[src/design/mwe_pkg.sv]
// Types and constants of the Microwire EEPROM master.
package mwe_pkg;

   // Command codes on the request channel.
   localparam logic [2:0] CMD_EWEN  = 3'd0;
   localparam logic [2:0] CMD_EWDS  = 3'd1;
   localparam logic [2:0] CMD_ERAL  = 3'd2;
   localparam logic [2:0] CMD_ERASE = 3'd3;
   localparam logic [2:0] CMD_WRAL  = 3'd4;
   localparam logic [2:0] CMD_WRITE = 3'd5;
   localparam logic [2:0] CMD_READ  = 3'd6;
   localparam logic [2:0] CMD_NONE  = 3'd7;

   // Device opcodes that follow the start bit.
   localparam logic [1:0] OP_CTRL  = 2'b00;
   localparam logic [1:0] OP_WRITE = 2'b01;
   localparam logic [1:0] OP_READ  = 2'b10;
   localparam logic [1:0] OP_ERASE = 2'b11;

   // Control codes placed in the top two address bits.
   localparam logic [1:0] CTRL_EWEN = 2'b11;
   localparam logic [1:0] CTRL_EWDS = 2'b00;
   localparam logic [1:0] CTRL_ERAL = 2'b10;
   localparam logic [1:0] CTRL_WRAL = 2'b01;

   // Configuration register indexes.
   localparam logic CSR_WORD_16BIT = 1'b0;
   localparam logic CSR_SIZE_CODE  = 1'b1;

   localparam int CSR_DATA_W = 3;

   typedef enum logic [5:0] {
      PH_IDLE  = 6'b000001,
      PH_SEND  = 6'b000010,
      PH_READ  = 6'b000100,
      PH_CSLOW = 6'b001000,
      PH_WAIT  = 6'b010000,
      PH_END   = 6'b100000
   } phase_type;

   typedef struct packed {
      logic        chip_select;
      logic        serial_clock;
      logic        data_in_pin;
      logic        busy_res;
      logic        done_res;
      logic        refused;
      logic [15:0] read_data;
      logic        write_enabled;
   } rsp_type;

endpackage

[src/design/mwe_if.sv]
// Request and response channel interfaces of the Microwire EEPROM master.
interface mwe_req_if;
   logic        valid;
   logic        ready;
   logic        start_req;
   logic [2:0]  command;
   logic [10:0] address;
   logic [15:0] write_data;
   logic        do_level;

   modport source (output valid, start_req, command, address, write_data, do_level,
                   input ready);
   modport sink (input valid, start_req, command, address, write_data, do_level,
                 output ready);
endinterface

interface mwe_rsp_if;
   logic        valid;
   logic        ready;
   logic        chip_select;
   logic        serial_clock;
   logic        data_in_pin;
   logic        busy_res;
   logic        done_res;
   logic        refused;
   logic [15:0] read_data;
   logic        write_enabled;

   modport source (output valid, chip_select, serial_clock, data_in_pin, busy_res,
                   done_res, refused, read_data, write_enabled, input ready);
   modport sink (input valid, chip_select, serial_clock, data_in_pin, busy_res,
                 done_res, refused, read_data, write_enabled, output ready);
endinterface

[src/design/microwire_eeprom_master.sv]
// Top level of the Microwire (three-wire) serial EEPROM master.
//
//   Channel   Direction  Handshake            Contents
//   req_chan  in         valid/ready          start_req, command, address, write_data, do_level
//   rsp_chan  out        valid/ready          pin levels, busy, done, refused, read data, enable
//   csr_*     in         csr_we, no wait      word_16bit (index 0), size_code (index 1)
//
// Each request transfer is one tick of the serial sequencer and yields exactly one response
// transfer, registered in the cycle after acceptance. One request is taken every cycle; the only
// limit is the single result register, which frees up in the cycle its content is taken.
// Reset is synchronous and active high: the sequencer returns to idle with erase/write
// disabled and the result register empty. A stalled response only holds back new requests.
module microwire_eeprom_master #(
   parameter int MAX_ADDR_BITS = 11
) (
   input  logic                             clock,
   input  logic                             reset,
   mwe_req_if.sink                          req_chan,
   mwe_rsp_if.source                        rsp_chan,
   input  logic                             csr_we,
   input  logic                             csr_index,
   input  logic [mwe_pkg::CSR_DATA_W-1:0]   csr_wdata
);

   localparam int SHIFT_W = MAX_ADDR_BITS + 19;
   localparam int CNT_W   = $clog2(SHIFT_W + 1);

   logic               word_16bit_ff;
   logic [2:0]         size_code_ff;
   logic [SHIFT_W-1:0] frame;
   logic [CNT_W-1:0]   frame_len;
   logic               accept;
   logic               can_load;
   mwe_pkg::rsp_type   result;
   mwe_pkg::rsp_type   rsp_data;

   // Configuration registers; writes must arrive only while the block is idle, which the block itself does not enforce.
   always_ff @(posedge clock) begin
      if (reset) begin
         word_16bit_ff <= 1'b1;
         size_code_ff  <= 3'd0;
      end else if (csr_we) begin
         unique case (csr_index)
            mwe_pkg::CSR_WORD_16BIT: word_16bit_ff <= csr_wdata[0];
            mwe_pkg::CSR_SIZE_CODE:  size_code_ff  <= csr_wdata[2:0];
            default: ;
         endcase
      end
   end

   assign req_chan.ready = can_load;
   assign accept         = req_chan.valid && can_load;

   // The frame is built from the request fields while the sequencer decides whether
   // this tick actually starts a command.
   mwe_frame #(
      .MAX_ADDR_BITS(MAX_ADDR_BITS)
   ) u_frame (
      .word_16bit (word_16bit_ff),
      .size_code  (size_code_ff),
      .command    (req_chan.command),
      .address    (req_chan.address),
      .write_data (req_chan.write_data),
      .frame      (frame),
      .frame_len  (frame_len)
   );

   // The sequencer state advances only on an accepted tick.
   mwe_seq #(
      .MAX_ADDR_BITS(MAX_ADDR_BITS)
   ) u_seq (
      .clock      (clock),
      .reset      (reset),
      .accept     (accept),
      .word_16bit (word_16bit_ff),
      .start_req  (req_chan.start_req),
      .command    (req_chan.command),
      .do_level   (req_chan.do_level),
      .frame      (frame),
      .frame_len  (frame_len),
      .result     (result)
   );

   mwe_out_reg u_out_reg (
      .clock     (clock),
      .reset     (reset),
      .load      (accept),
      .result    (result),
      .rsp_ready (rsp_chan.ready),
      .rsp_valid (rsp_chan.valid),
      .rsp_data  (rsp_data),
      .can_load  (can_load)
   );

   assign rsp_chan.chip_select   = rsp_data.chip_select;
   assign rsp_chan.serial_clock  = rsp_data.serial_clock;
   assign rsp_chan.data_in_pin   = rsp_data.data_in_pin;
   assign rsp_chan.busy_res      = rsp_data.busy_res;
   assign rsp_chan.done_res      = rsp_data.done_res;
   assign rsp_chan.refused       = rsp_data.refused;
   assign rsp_chan.read_data     = rsp_data.read_data;
   assign rsp_chan.write_enabled = rsp_data.write_enabled;

endmodule

[src/design/mwe_frame.sv]
// Command frame builder: start bit, opcode, address or control code, write data.
module mwe_frame #(
   parameter int MAX_ADDR_BITS = 11
) (
   input  logic                                   word_16bit,
   input  logic [2:0]                             size_code,
   input  logic [2:0]                             command,
   input  logic [10:0]                            address,
   input  logic [15:0]                            write_data,
   output logic [MAX_ADDR_BITS+18:0]              frame,
   output logic [$clog2(MAX_ADDR_BITS+20)-1:0]    frame_len
);

   localparam int SHIFT_W = MAX_ADDR_BITS + 19;
   localparam int CNT_W   = $clog2(SHIFT_W + 1);

   logic [3:0]         awidth_raw;
   logic [3:0]         awidth;
   logic [10:0]        amask;
   logic [10:0]        addr_masked;
   logic [1:0]         opcode;
   logic [SHIFT_W-1:0] field;
   logic [SHIFT_W-1:0] head;
   logic               has_data;

   always_comb begin
      awidth_raw = word_16bit ? 4'd6 : 4'd7;
      if (size_code == 3'd1 || size_code == 3'd2) begin
         awidth_raw = awidth_raw + 4'd2;
      end else if (size_code == 3'd3 || size_code == 3'd4) begin
         awidth_raw = awidth_raw + 4'd4;
      end
      awidth = (awidth_raw > 4'(MAX_ADDR_BITS)) ? 4'(MAX_ADDR_BITS) : awidth_raw;
   end

   // At the full eleven bits the shift wraps to zero and the subtraction gives all ones.
   assign amask       = (11'd1 << awidth) - 11'd1;
   assign addr_masked = address & amask;

   always_comb begin
      has_data = 1'b0;
      unique case (command)
         mwe_pkg::CMD_EWEN: begin
            opcode = mwe_pkg::OP_CTRL;
            field  = SHIFT_W'(mwe_pkg::CTRL_EWEN) << (awidth - 4'd2);
         end
         mwe_pkg::CMD_EWDS: begin
            opcode = mwe_pkg::OP_CTRL;
            field  = SHIFT_W'(mwe_pkg::CTRL_EWDS) << (awidth - 4'd2);
         end
         mwe_pkg::CMD_ERAL: begin
            opcode = mwe_pkg::OP_CTRL;
            field  = SHIFT_W'(mwe_pkg::CTRL_ERAL) << (awidth - 4'd2);
         end
         mwe_pkg::CMD_ERASE: begin
            opcode = mwe_pkg::OP_ERASE;
            field  = SHIFT_W'(addr_masked);
         end
         mwe_pkg::CMD_WRAL: begin
            opcode   = mwe_pkg::OP_CTRL;
            field    = SHIFT_W'(mwe_pkg::CTRL_WRAL) << (awidth - 4'd2);
            has_data = 1'b1;
         end
         mwe_pkg::CMD_WRITE: begin
            opcode   = mwe_pkg::OP_WRITE;
            field    = SHIFT_W'(addr_masked);
            has_data = 1'b1;
         end
         default: begin
            opcode = mwe_pkg::OP_READ;
            field  = SHIFT_W'(addr_masked);
         end
      endcase
   end

   assign head = (SHIFT_W'(1) << (awidth + 4'd2)) | (SHIFT_W'(opcode) << awidth) | field;

   always_comb begin
      frame     = head;
      frame_len = CNT_W'(awidth) + CNT_W'(3);
      if (has_data) begin
         if (word_16bit) begin
            frame     = (head << 16) | SHIFT_W'(write_data);
            frame_len = frame_len + CNT_W'(16);
         end else begin
            frame     = (head << 8) | SHIFT_W'(write_data[7:0]);
            frame_len = frame_len + CNT_W'(8);
         end
      end
   end

endmodule

[src/design/mwe_seq.sv]
// Bit-level sequencer: phase state, bit counter, shifters and pin levels per tick.
module mwe_seq #(
   parameter int MAX_ADDR_BITS = 11
) (
   input  logic                                clock,
   input  logic                                reset,
   input  logic                                accept,
   input  logic                                word_16bit,
   input  logic                                start_req,
   input  logic [2:0]                          command,
   input  logic                                do_level,
   input  logic [MAX_ADDR_BITS+18:0]           frame,
   input  logic [$clog2(MAX_ADDR_BITS+20)-1:0] frame_len,
   output mwe_pkg::rsp_type                    result
);

   localparam int SHIFT_W = MAX_ADDR_BITS + 19;
   localparam int CNT_W   = $clog2(SHIFT_W + 1);
   localparam int IDX_W   = $clog2(SHIFT_W);

   mwe_pkg::phase_type phase_ff, phase_in, phase_c;
   logic [CNT_W-1:0]   cnt_ff, cnt_in, cnt_c;
   logic               half_ff, half_in, half_c;
   logic [SHIFT_W-1:0] shift_ff, shift_in, shift_c;
   logic [15:0]        rdata_ff, rdata_in;
   logic [2:0]         cmd_ff, cmd_in, cmd_c;
   logic               flag_ff, flag_in;
   logic               is_erase_write;

   assign is_erase_write = (command == mwe_pkg::CMD_ERAL) || (command == mwe_pkg::CMD_ERASE) ||
                           (command == mwe_pkg::CMD_WRAL) || (command == mwe_pkg::CMD_WRITE);

   always_comb begin
      phase_c  = phase_ff;
      cnt_c    = cnt_ff;
      half_c   = half_ff;
      shift_c  = shift_ff;
      cmd_c    = cmd_ff;
      result   = '0;

      // A new command is only taken while idle.
      if (phase_ff == mwe_pkg::PH_IDLE && start_req && command != mwe_pkg::CMD_NONE) begin
         if (is_erase_write && !flag_ff) begin
            result.done_res = 1'b1;
            result.refused  = 1'b1;
         end else begin
            phase_c = mwe_pkg::PH_SEND;
            cnt_c   = frame_len;
            half_c  = 1'b0;
            shift_c = frame;
            cmd_c   = command;
         end
      end

      phase_in = phase_c;
      cnt_in   = cnt_c;
      half_in  = half_c;
      shift_in = shift_c;
      cmd_in   = cmd_c;
      rdata_in = rdata_ff;
      flag_in  = flag_ff;

      unique case (phase_c)
         mwe_pkg::PH_SEND: begin
            result.chip_select  = 1'b1;
            result.busy_res     = 1'b1;
            result.serial_clock = half_c;
            if (cnt_c != '0) begin
               result.data_in_pin = shift_c[IDX_W'(cnt_c - CNT_W'(1))];
            end
            half_in = ~half_c;
            if (half_c && cnt_c != '0) begin
               cnt_in = cnt_c - CNT_W'(1);
            end
            if (cnt_in == '0) begin
               half_in = 1'b0;
               if (cmd_c == mwe_pkg::CMD_READ) begin
                  cnt_in   = word_16bit ? CNT_W'(16) : CNT_W'(8);
                  rdata_in = '0;
                  phase_in = mwe_pkg::PH_READ;
               end else if (cmd_c == mwe_pkg::CMD_EWEN || cmd_c == mwe_pkg::CMD_EWDS) begin
                  phase_in = mwe_pkg::PH_END;
               end else begin
                  phase_in = mwe_pkg::PH_CSLOW;
               end
            end
         end
         mwe_pkg::PH_READ: begin
            result.chip_select = 1'b1;
            result.busy_res    = 1'b1;
            if (!half_c) begin
               result.serial_clock = 1'b1;
               rdata_in            = {rdata_ff[14:0], do_level};
               half_in             = 1'b1;
            end else begin
               half_in = 1'b0;
               if (cnt_c != '0) begin
                  cnt_in = cnt_c - CNT_W'(1);
               end
               if (cnt_in == '0) begin
                  phase_in = mwe_pkg::PH_END;
               end
            end
         end
         mwe_pkg::PH_CSLOW: begin
            result.busy_res = 1'b1;
            phase_in        = mwe_pkg::PH_WAIT;
         end
         mwe_pkg::PH_WAIT: begin
            result.chip_select = 1'b1;
            result.busy_res    = 1'b1;
            if (do_level) begin
               phase_in = mwe_pkg::PH_END;
            end
         end
         mwe_pkg::PH_END: begin
            result.done_res = 1'b1;
            if (cmd_c == mwe_pkg::CMD_EWEN) begin
               flag_in = 1'b1;
            end else if (cmd_c == mwe_pkg::CMD_EWDS) begin
               flag_in = 1'b0;
            end
            phase_in = mwe_pkg::PH_IDLE;
         end
         default: begin
            phase_in = mwe_pkg::PH_IDLE;
         end
      endcase

      result.read_data     = rdata_in;
      result.write_enabled = flag_in;
   end

   always_ff @(posedge clock) begin
      if (reset) begin
         phase_ff <= mwe_pkg::PH_IDLE;
         cnt_ff   <= '0;
         half_ff  <= 1'b0;
         shift_ff <= '0;
         rdata_ff <= '0;
         cmd_ff   <= mwe_pkg::CMD_EWEN;
         flag_ff  <= 1'b0;
      end else if (accept) begin
         phase_ff <= phase_in;
         cnt_ff   <= cnt_in;
         half_ff  <= half_in;
         shift_ff <= shift_in;
         rdata_ff <= rdata_in;
         cmd_ff   <= cmd_in;
         flag_ff  <= flag_in;
      end
   end

endmodule

[src/design/mwe_out_reg.sv]
// Result register between the sequencer and the response channel.
module mwe_out_reg (
   input  logic             clock,
   input  logic             reset,
   input  logic             load,
   input  mwe_pkg::rsp_type result,
   input  logic             rsp_ready,
   output logic             rsp_valid,
   output mwe_pkg::rsp_type rsp_data,
   output logic             can_load
);

   logic             valid_ff, valid_in;
   mwe_pkg::rsp_type data_ff;

   // The slot frees up in the same cycle that its content is taken.
   assign can_load = !valid_ff || rsp_ready;

   always_comb begin
      valid_in = valid_ff;
      if (load) begin
         valid_in = 1'b1;
      end else if (rsp_ready) begin
         valid_in = 1'b0;
      end
   end

   always_ff @(posedge clock) begin
      if (reset) begin
         valid_ff <= 1'b0;
      end else begin
         valid_ff <= valid_in;
      end
   end

   always_ff @(posedge clock) begin
      if (load) begin
         data_ff <= result;
      end
   end

   assign rsp_valid = valid_ff;
   assign rsp_data  = data_ff;

endmodule

[src/flat_wrapper.sv]
// flat-port wrapper written by rule: the top's interface ports become plain ports
module microwire_eeprom_master_flat 
#(
   parameter int MAX_ADDR_BITS = 11
)
  (clock, reset, csr_we, csr_index, csr_wdata, req_chan_valid, req_chan_start_req, req_chan_command, req_chan_address, req_chan_write_data, req_chan_do_level, req_chan_ready, rsp_chan_valid, rsp_chan_chip_select, rsp_chan_serial_clock, rsp_chan_data_in_pin, rsp_chan_busy_res, rsp_chan_done_res, rsp_chan_refused, rsp_chan_read_data, rsp_chan_write_enabled, rsp_chan_ready);
  mwe_req_if req_chan_i ();
  mwe_rsp_if rsp_chan_i ();
  input  logic clock;
  input  logic reset;
  input  logic csr_we;
  input  logic csr_index;
  input  logic [mwe_pkg::CSR_DATA_W-1:0] csr_wdata;
  input wire logic [$bits(req_chan_i.valid)-1:0] req_chan_valid;
  input wire logic [$bits(req_chan_i.start_req)-1:0] req_chan_start_req;
  input wire logic [$bits(req_chan_i.command)-1:0] req_chan_command;
  input wire logic [$bits(req_chan_i.address)-1:0] req_chan_address;
  input wire logic [$bits(req_chan_i.write_data)-1:0] req_chan_write_data;
  input wire logic [$bits(req_chan_i.do_level)-1:0] req_chan_do_level;
  output wire logic [$bits(req_chan_i.ready)-1:0] req_chan_ready;
  output wire logic [$bits(rsp_chan_i.valid)-1:0] rsp_chan_valid;
  output wire logic [$bits(rsp_chan_i.chip_select)-1:0] rsp_chan_chip_select;
  output wire logic [$bits(rsp_chan_i.serial_clock)-1:0] rsp_chan_serial_clock;
  output wire logic [$bits(rsp_chan_i.data_in_pin)-1:0] rsp_chan_data_in_pin;
  output wire logic [$bits(rsp_chan_i.busy_res)-1:0] rsp_chan_busy_res;
  output wire logic [$bits(rsp_chan_i.done_res)-1:0] rsp_chan_done_res;
  output wire logic [$bits(rsp_chan_i.refused)-1:0] rsp_chan_refused;
  output wire logic [$bits(rsp_chan_i.read_data)-1:0] rsp_chan_read_data;
  output wire logic [$bits(rsp_chan_i.write_enabled)-1:0] rsp_chan_write_enabled;
  input wire logic [$bits(rsp_chan_i.ready)-1:0] rsp_chan_ready;
  assign req_chan_i.valid = req_chan_valid;
  assign req_chan_i.start_req = req_chan_start_req;
  assign req_chan_i.command = req_chan_command;
  assign req_chan_i.address = req_chan_address;
  assign req_chan_i.write_data = req_chan_write_data;
  assign req_chan_i.do_level = req_chan_do_level;
  assign req_chan_ready = req_chan_i.ready;
  assign rsp_chan_valid = rsp_chan_i.valid;
  assign rsp_chan_chip_select = rsp_chan_i.chip_select;
  assign rsp_chan_serial_clock = rsp_chan_i.serial_clock;
  assign rsp_chan_data_in_pin = rsp_chan_i.data_in_pin;
  assign rsp_chan_busy_res = rsp_chan_i.busy_res;
  assign rsp_chan_done_res = rsp_chan_i.done_res;
  assign rsp_chan_refused = rsp_chan_i.refused;
  assign rsp_chan_read_data = rsp_chan_i.read_data;
  assign rsp_chan_write_enabled = rsp_chan_i.write_enabled;
  assign rsp_chan_i.ready = rsp_chan_ready;
  microwire_eeprom_master #(.MAX_ADDR_BITS(MAX_ADDR_BITS)) u_core (.clock(clock), .reset(reset), .req_chan(req_chan_i), .rsp_chan(rsp_chan_i), .csr_we(csr_we), .csr_index(csr_index), .csr_wdata(csr_wdata));
endmodule
[config.mk]
export PLATFORM = sky130hd
export DESIGN_NAME = microwire_eeprom_master_flat
export DESIGN_NICKNAME = d
export VERILOG_FILES = /design/src/design/mwe_pkg.sv /design/src/design/mwe_if.sv /design/src/design/microwire_eeprom_master.sv /design/src/design/mwe_frame.sv /design/src/design/mwe_seq.sv /design/src/design/mwe_out_reg.sv /design/src/flat_wrapper.sv
export SDC_FILE = /design/constraint.sdc
export NUM_CORES = 1
export LEC_CHECK = 0
export BUFFER_PORTS_ARGS = -buffer_cell sky130_fd_sc_hd__buf_4
export CAP_MARGIN = 20
export CELL_PAD_IN_SITES_DETAIL_PLACEMENT = 1
export CELL_PAD_IN_SITES_GLOBAL_PLACEMENT = 2
export CORE_ASPECT_RATIO = 0.8
export CORE_MARGIN = 2
export CORE_UTILIZATION = 35
export DETAILED_ROUTE_END_ITERATION = 8
export GPL_ROUTABILITY_DRIVEN = 0
export PLACE_DENSITY = 0.85
export SLEW_MARGIN = 0
export SYNTH_ARGS = -nofsm -noshare
export SYNTH_HDL_FRONTEND = slang
export SYNTH_SLANG_ARGS = --single-unit
[constraint.sdc]
create_clock -name clock -period 5 [get_ports clock]
set_input_delay 0.75 -clock clock [delete_from_list [all_inputs] [get_ports clock]]
set_output_delay 0.75 -clock clock [all_outputs]
set_load 0.02 [all_outputs]
==> flow_summary.json, run 1 <==
{
  "async_flop_share_pct": 0,
  "dieArea_um2": 17600,
  "synth_top_area_share_pct": 23.2,
  "path_max_fanout": 13,
  "overflow": 0,
  "critPathLaunchType": "flop",
  "synthTopCellsByCount": "95 x nor2_1, 72 x nand2_1, 67 x a21oi_1, 67 x dfxtp_1, 46 x clkbuf_1",
  "ant_nets": 0,
  "synth_area_um2": 5780,
  "tightest_slew_ns": 0.997,
  "die_h_um": 119,
  "ys_dominant_reg_cell": "dfxtp_1",
  "diodes": 0,
  "multiInputGateArea_um2": 3450,
  "slew_viol_final": 0,
  "hold_start": "u_core.u_seq.cmd_ff[0]",
  "ys_ff_latch": 90,
  "drtPass1Iterations": 5,
  "cts_tree": "built",
  "dp_hpwl_um": 14800,
  "design_area_um2": 6740,
  "cp.required_ns": 5.08,
  "busiest_layer": "met2",
  "finalWirelength_um": 20400,
  "min_path_type": "flop to flop",
  "post_cts.repair.setup_buffers": 0,
  "grt_use_total_pct": 23.6,
  "wl_per_cell_um": 20.8,
  "utilization_pct": 42.2,
  "die_x_um": 148,
  "hold_viol_final": 0,
  "vdd_ir_drop_max_uv": 180,
  "grt_pass1_vias": 5882,
  "swShare_pct": 34.1,
  "syn_inst": 725,
  "grt_start_max_net_pins": 55,
  "cts_buffer_depth": 2,
  "worstPathCellList": "nor3_1 > or2_2 > inv_1 > ha_1 > nor2b_1 > mux2i_1 > a2bb2oi_1 > o211ai_1 > o21ai_0 > o21ai_0 > and3_1 > o32ai_1 > a211oi_1",
  "clock_sinks": 90,
  "syn_avg_cell_area_um2": 7.97,
  "clk_pin_slew_ns": 0.07,
  "dr.first_iter.drc_count": 414,
  "power_leakage_nw": 2.54,
  "synthTopCellsByArea": "dfxtp_1 23%, edfxtp_1 12%, nor2_1 6.2%, a21oi_1 5.8%, a22o_1 4.9%",
  "fmax_mhz": 225,
  "cts_root_buf": "clkbuf_16",
  "layout_setup_ws_ns": 0.565,
  "power_density_nw_per_um2": 312,
  "crit_type": "flop to flop",
  "cts_resized": 0,
  "total_power_mw": 2.10,
  "outcome": "completed",
  "grtUsageMet1_pct": 33.0,
  "yosys.area.top_type": "dfxtp_1",
  "coreArea_um2": 16000,
  "worstSetupEndpointType": "flop",
  "crit_slowest_cell": "mux2i_1",
  "place_area_um2": 6430,
  "fillerInstances": 1930,
  "io_pins": 66,
  "synth_edf_count": 23,
  "ys_seq_area_share_pct": 35.2,
  "pre_cts_slack_ns": 0.410,
  "setup_tns_ns": 0,
  "slowest_delay_ns": 0.61,
  "use_met2_pct": 36.5,
  "dp_cells": 964,
  "grtUsageMet3_pct": 6.36,
  "relSlewSlack_pct": 33.3,
  "crit_top_cell": "o21ai_0",
  "path_buf_inv": 1,
  "regArea_um2": 2030,
  "htreeDepth": 3,
  "vias": 5857,
  "p_int_mw": 1.38,
  "io_buffers": 65,
  "power_frac_clock_pct": 32.9,
  "comb_power_share_pct": 29.2,
  "clkLatencyLatePin_ns": 0.35,
  "drc": 0,
  "crit_start": "u_core.size_code_ff[0]",
  "synth_fp_nets": 778,
  "start_util_pct": 36.2,
  "ys_types": 79,
  "synth.most_common_cell": "nor2_1",
  "min_period_ns": 4.44,
  "numCtsBuffers": 9,
  "critPathTopFamily": "compound AO/OA/AOI/OAI gates",
  "grt_antenna_before_repair": 0,
  "syn2layout_area_growth_pct": 16.6,
  "layout-drive-gt1-share_pct": 15.5,
  "via_per_inst": 5.97,
  "grt_pass1_wl_um": 32700,
  "rsz0062_at_grt": "no",
  "row_count": 41,
  "yosysWarnings": 0,
  "arrival_ns": 4.51,
  "period_share_pct": 88.7,
  "holdWs_ns": 0.461,
  "hold_buffers": 0,
  "setup_viol": 0,
  "fin_skew_ns": 0.0105,
  "switchingPower_mw": 0.717,
  "rr_startpoint": "u_core.size_code_ff[0]",
  "fin_nets": 814,
  "fin_cells": 981,
  "max_cap_violations": 0,
  "seq_power_share_pct": 37.9
}
==> power by group through the flow <==
stage               clock [mW]  combinational [mW]  sequential (mW)
finish                   0.690               0.614            0.797
global route             0.736               0.669            0.800
CTS                      0.710               0.604            0.797
detailed placement           0               0.600            0.813
global placement             0               0.586            0.812
floorplan                    0               0.397            0.816
==> final cells by class <==
class                           instances  share of cell area (%)
Sequential cell                        90                    30.2
Tap cell                              215                    3.99
Inverter                               15                   0.836
Multi-Input combinational cell        562                    51.3
Timing Repair Buffer                   83                    9.25
Clock buffer                           13                    4.18
Clock inverter                          3                   0.316
==> layout by cell type, fill, tap and decap left out, types with 10 or more instances in the layout <==
master,instances
nor2_1,95
buf_4,83
nand2_1,72
a21oi_1,67
dfxtp_1,67
o21ai_0,37
a22o_1,32
nor3_1,28
edfxtp_1,23
a211oi_1,20
inv_1,13
nand3_1,13
ha_1,12
clkbuf_16,10
==> path summary, 6_finish.rpt <==
path,end,slack (ns),depth (start not counted)
setup / recovery,u_core.u_out_reg.rsp_data[20],0.56,13
hold / removal,u_core.u_seq.cmd_ff[0],0.46,2
setup reg to reg,u_core.u_out_reg.rsp_data[20],0.56,13
hold reg to reg,u_core.u_seq.cmd_ff[0],0.46,2
==> per-layer routing <==
layer,part of all wire (%),up-vias
li1,-,2761
met3,6.1,19
met5,0,-
met1,48,2922
met2,45,155
met4,1.4,0
==> cell families after synthesis <==
kind of cell	synth area share, %
and+or+nand+nor	22.4
adders and majority gates	2.77
muxes	2.06
xor gates and xnor gates	1.52
buffers and inverters	5.02
AOI/OAI and AO/OA	31.0
DFF	35.2
==> registers in the layout, indices dropped and copies added (netlist names), 3 cells and up <==
register and cells:
u_core.u_seq.cnt_ff 5, u_core.u_seq.cmd_ff 3, u_core.u_out_reg.rsp_data 23, u_core.u_seq.phase_ff 6, u_core.u_seq.shift_ff 30, u_core.u_seq.rdata_ff 16
u_core.size_code_ff 3
==> worst min-delay path, cell delays in order, from the launching register on <==
cell,delay [ns]
dfxtp_1,0.31
nand2_1,0.05
a21oi_1,0.05
Note: power is estimated with default switching activity, not from simulation.
==> run 2, diff against run 1 <==
--- a/config.mk
+++ b/config.mk
@@ -5,13 +5,13 @@
 export SDC_FILE = /design/constraint.sdc
 export NUM_CORES = 1
 export LEC_CHECK = 0
+export ABC_AREA = 1
 export BUFFER_PORTS_ARGS = -buffer_cell sky130_fd_sc_hd__buf_4
 export CAP_MARGIN = 20
 export CELL_PAD_IN_SITES_DETAIL_PLACEMENT = 1
 export CELL_PAD_IN_SITES_GLOBAL_PLACEMENT = 2
-export CORE_ASPECT_RATIO = 0.8
 export CORE_MARGIN = 2
-export CORE_UTILIZATION = 35
+export CORE_UTILIZATION = 33
 export DETAILED_ROUTE_END_ITERATION = 8
 export GPL_ROUTABILITY_DRIVEN = 0
 export PLACE_DENSITY = 0.85
==> run 2 against run 1 <==
Register-to-register slack gained 0.42 ns. Sequential share of layout area shrank 2.3 points. Maximum frequency rose by 11%. Sequential cell count unchanged.
==> flow_summary.json, run 2 <==
{
  "overflow": 0,
  "hold_buffers": 0,
  "comb_power_share_pct": 31.7,
  "grt_pass1_vias": 6521,
  "grt_use_total_pct": 21.8,
  "layout_commonest_cell": "nand2_1",
  "synth_top_area_share_pct": 21.2,
  "largest_register_ffs": 30,
  "via_per_inst": 5.29,
  "critPathLaunchType": "flop",
  "dieArea_um2": 20300,
  "min_path_cells": 2,
  "die_x_um": 142,
  "ys_seq_area_share_pct": 32.1,
  "swShare_pct": 37.8,
  "relSlewSlack_pct": 49.5,
  "row_count": 50,
  "design_area_um2": 7290,
  "setup_viol": 0,
  "grt_start_max_net_pins": 64,
  "slew_viol_final": 0,
  "p_int_mw": 1.44,
  "coreArea_um2": 18800,
  "power_frac_clock_pct": 32.1,
  "vdd_ir_drop_max_uv": 174,
  "setup_tns_ns": 0,
  "finalWirelength_um": 21300,
  "ys_types": 48,
  "cts_resized": 0,
  "clock_sinks": 90,
  "wl_per_cell_um": 17.4,
  "synth.most_common_cell": "nand2_1",
  "fillerInstances": 2449,
  "hold_start": "u_core.u_seq.half_ff",
  "hold_viol_final": 0,
  "arrival_ns": 4.24,
  "mostFrequentLayoutCells": "214 x nand2_1, 125 x inv_1, 80 x o21ai_0, 75 x nor2_1, 74 x buf_4",
  "power_leakage_nw": 3.52,
  "max_cap_violations": 0,
  "drtPass1Iterations": 5,
  "ant_nets": 0,
  "clkLatencyLatePin_ns": 0.37,
  "grt_antenna_before_repair": 0,
  "ys_ff_latch": 90,
  "ff2ff_path_depth": 17,
  "seq_power_share_pct": 36.2,
  "timing.rr.end": "u_core.u_seq.phase_ff[2]",
  "synth_area_um2": 6330,
  "dr.first_iter.drc_count": 368,
  "r2r_slack_ns": 0.99,
  "cts_tree": "built",
  "io_buffers": 65,
  "synthTopCellsByCount": "215 x nand2_1, 125 x inv_1, 80 x o21ai_0, 75 x nor2_1",
  "period_share_pct": 80.2,
  "die_h_um": 142,
  "cts_root_buf": "clkbuf_16",
  "rsz0062_at_grt": "no",
  "drc": 0,
  "regMostFlops": "u_core.u_seq.shift_ff",
  "fmax_mhz": 249,
  "layout-drive-gt1-share_pct": 16.2,
  "start_util_pct": 33.7,
  "vias": 6489,
  "io_pins": 66,
  "numCtsBuffers": 9,
  "dp_hpwl_um": 15100,
  "fin_nets": 1040,
  "synthTopCellsByArea": "dfxtp_1 21%, nand2_1 13%, edfxtp_1 11%, inv_1 7.4%, o21ai_0 6.3%",
  "fin_skew_ns": 0.0131,
  "syn2layout_area_growth_pct": 15.3,
  "cp.required_ns": 5.23,
  "post_cts.repair.setup_buffers": 0,
  "rr_startpoint": "u_core.size_code_ff[1]",
  "min_period_ns": 4.01,
  "place_area_um2": 6980,
  "crit_type": "flop to flop",
  "ys_dominant_reg_cell": "dfxtp_1",
  "outcome": "completed",
  "path_max_fanout": 11,
  "holdPathEnd": "u_core.u_seq.half_ff",
  "syn_inst": 945,
  "tightest_slew_ns": 0.757,
  "diodes": 0,
  "worstSetupEndpointType": "flop",
  "power_density_nw_per_um2": 318,
  "synth_edf_count": 23,
  "synth_fp_nets": 998,
  "switchingPower_mw": 0.877,
  "grt_pass1_wl_um": 34900,
  "cts_buffer_depth": 2,
  "clk_pin_slew_ns": 0.07,
  "yosysWarnings": 0,
  "htreeDepth": 3,
  "min_path_type": "flop to flop",
  "syn_avg_cell_area_um2": 6.70,
  "async_flop_share_pct": 0,
  "yosys.area.top_type": "dfxtp_1"
}
-- run 2: stage by stage --
step	total power, mW	utilization (%)	setup slack (ns)	hold slack [ns]	cells
2_1_floorplan	1.37	-	1.86	0.444	945
3_3_place_gp	1.58	37.2	1.08	0.462	1210
3_5_place_dp	1.59	37.2	1.01	0.471	1210
5_1_grt	2.46	38.9	0.603	0.520	1226
4_1_cts	2.34	38.9	0.989	0.484	1226
6_report	2.32	38.9	0.990	0.478	1226
-- run 2: worst max-delay path by stage --
| stage | from | end | slack (ns) | cells past startpoint |
|---|---|---|---|---|
| 6_report | u_core.size_code_ff[1] | u_core.u_seq.phase_ff[2] | 0.99 | 17 |
| 5_1_grt | u_core.size_code_ff[1] | u_core.u_seq.phase_ff[2] | 0.60 | 17 |
| 4_1_cts | u_core.size_code_ff[1] | u_core.u_seq.phase_ff[2] | 0.99 | 17 |
| 3_5_place_dp | u_core.size_code_ff[1] | u_core.u_seq.phase_ff[2] | 1.01 | 17 |
| 3_3_place_gp | req_chan_command[1] | u_core.u_seq.phase_ff[2] | 1.08 | 17 |
| 2_1_floorplan | req_chan_command[2] | u_core.u_seq.phase_ff[5] | 1.86 | 19 |
-- run 2: layer usage --
layer / part of all wire (%) / global-route usage, % / wire length, um / vias up
met2: 45 / 35.4 / 9580 / 103
met1: 50 / 30.8 / 10700 / 3163
met5: 0 / 0 / 0 / -
met3: 3.5 / 2.32 / 739 / 14
li1: - / - / - / 3209
met4: 1.2 / 5.99 / 253 / 0
-- run 2: logic make-up after synthesis --
logic type | after synthesis | synth area share, %
buffers and inverters | 181 | 11.5
adder cells (fa/ha/maj) | 12 | 2.37
AO/OA/AOI/OAI | 212 | 19.1
flip-flops | 90 | 32.1
AND/OR/NAND/NOR | 448 | 34.7
XOR/XNOR | 2 | 0.277
-- run 2: layout make-up --
class                      instances  area (um2)  share of cell area [%]
inverter                         138         523                    7.17
clock inverter                     7        92.6                    1.27
sequential                        90        2030                    27.9
tap                              234         293                    4.01
multi-input combinational        674        3570                    49.0
clock buffer                       9         225                    3.09
timing repair buffer              74         556                    7.62
-- run 2: power by group through the flow --
stage | Combinational [mW] | Clock [mW] | Sequential, mW
global placement | 0.724 | 0 | 0.856
floorplan | 0.505 | 0 | 0.867
detailed placement | 0.734 | 0 | 0.856
global route | 0.827 | 0.787 | 0.847
CTS | 0.739 | 0.761 | 0.840
finish | 0.737 | 0.744 | 0.840
-- run 2: critical path, stage by stage, from the launching register on --
cell and delay (ns):
dfxtp_1 0.32, inv_1 0.07, nand2_1 0.07, nand3_1 0.27, clkinv_1 0.40, ha_1 0.41
nand3_1 0.16, nand2_2 0.13, ha_1 0.32, clkinv_1 0.25, nor2_1 0.57, inv_1 0.17
o22ai_1 0.16, nand2_1 0.07, nor2_1 0.20, nor2_1 0.07, o21ai_1 0.17, a21oi_1 0.08
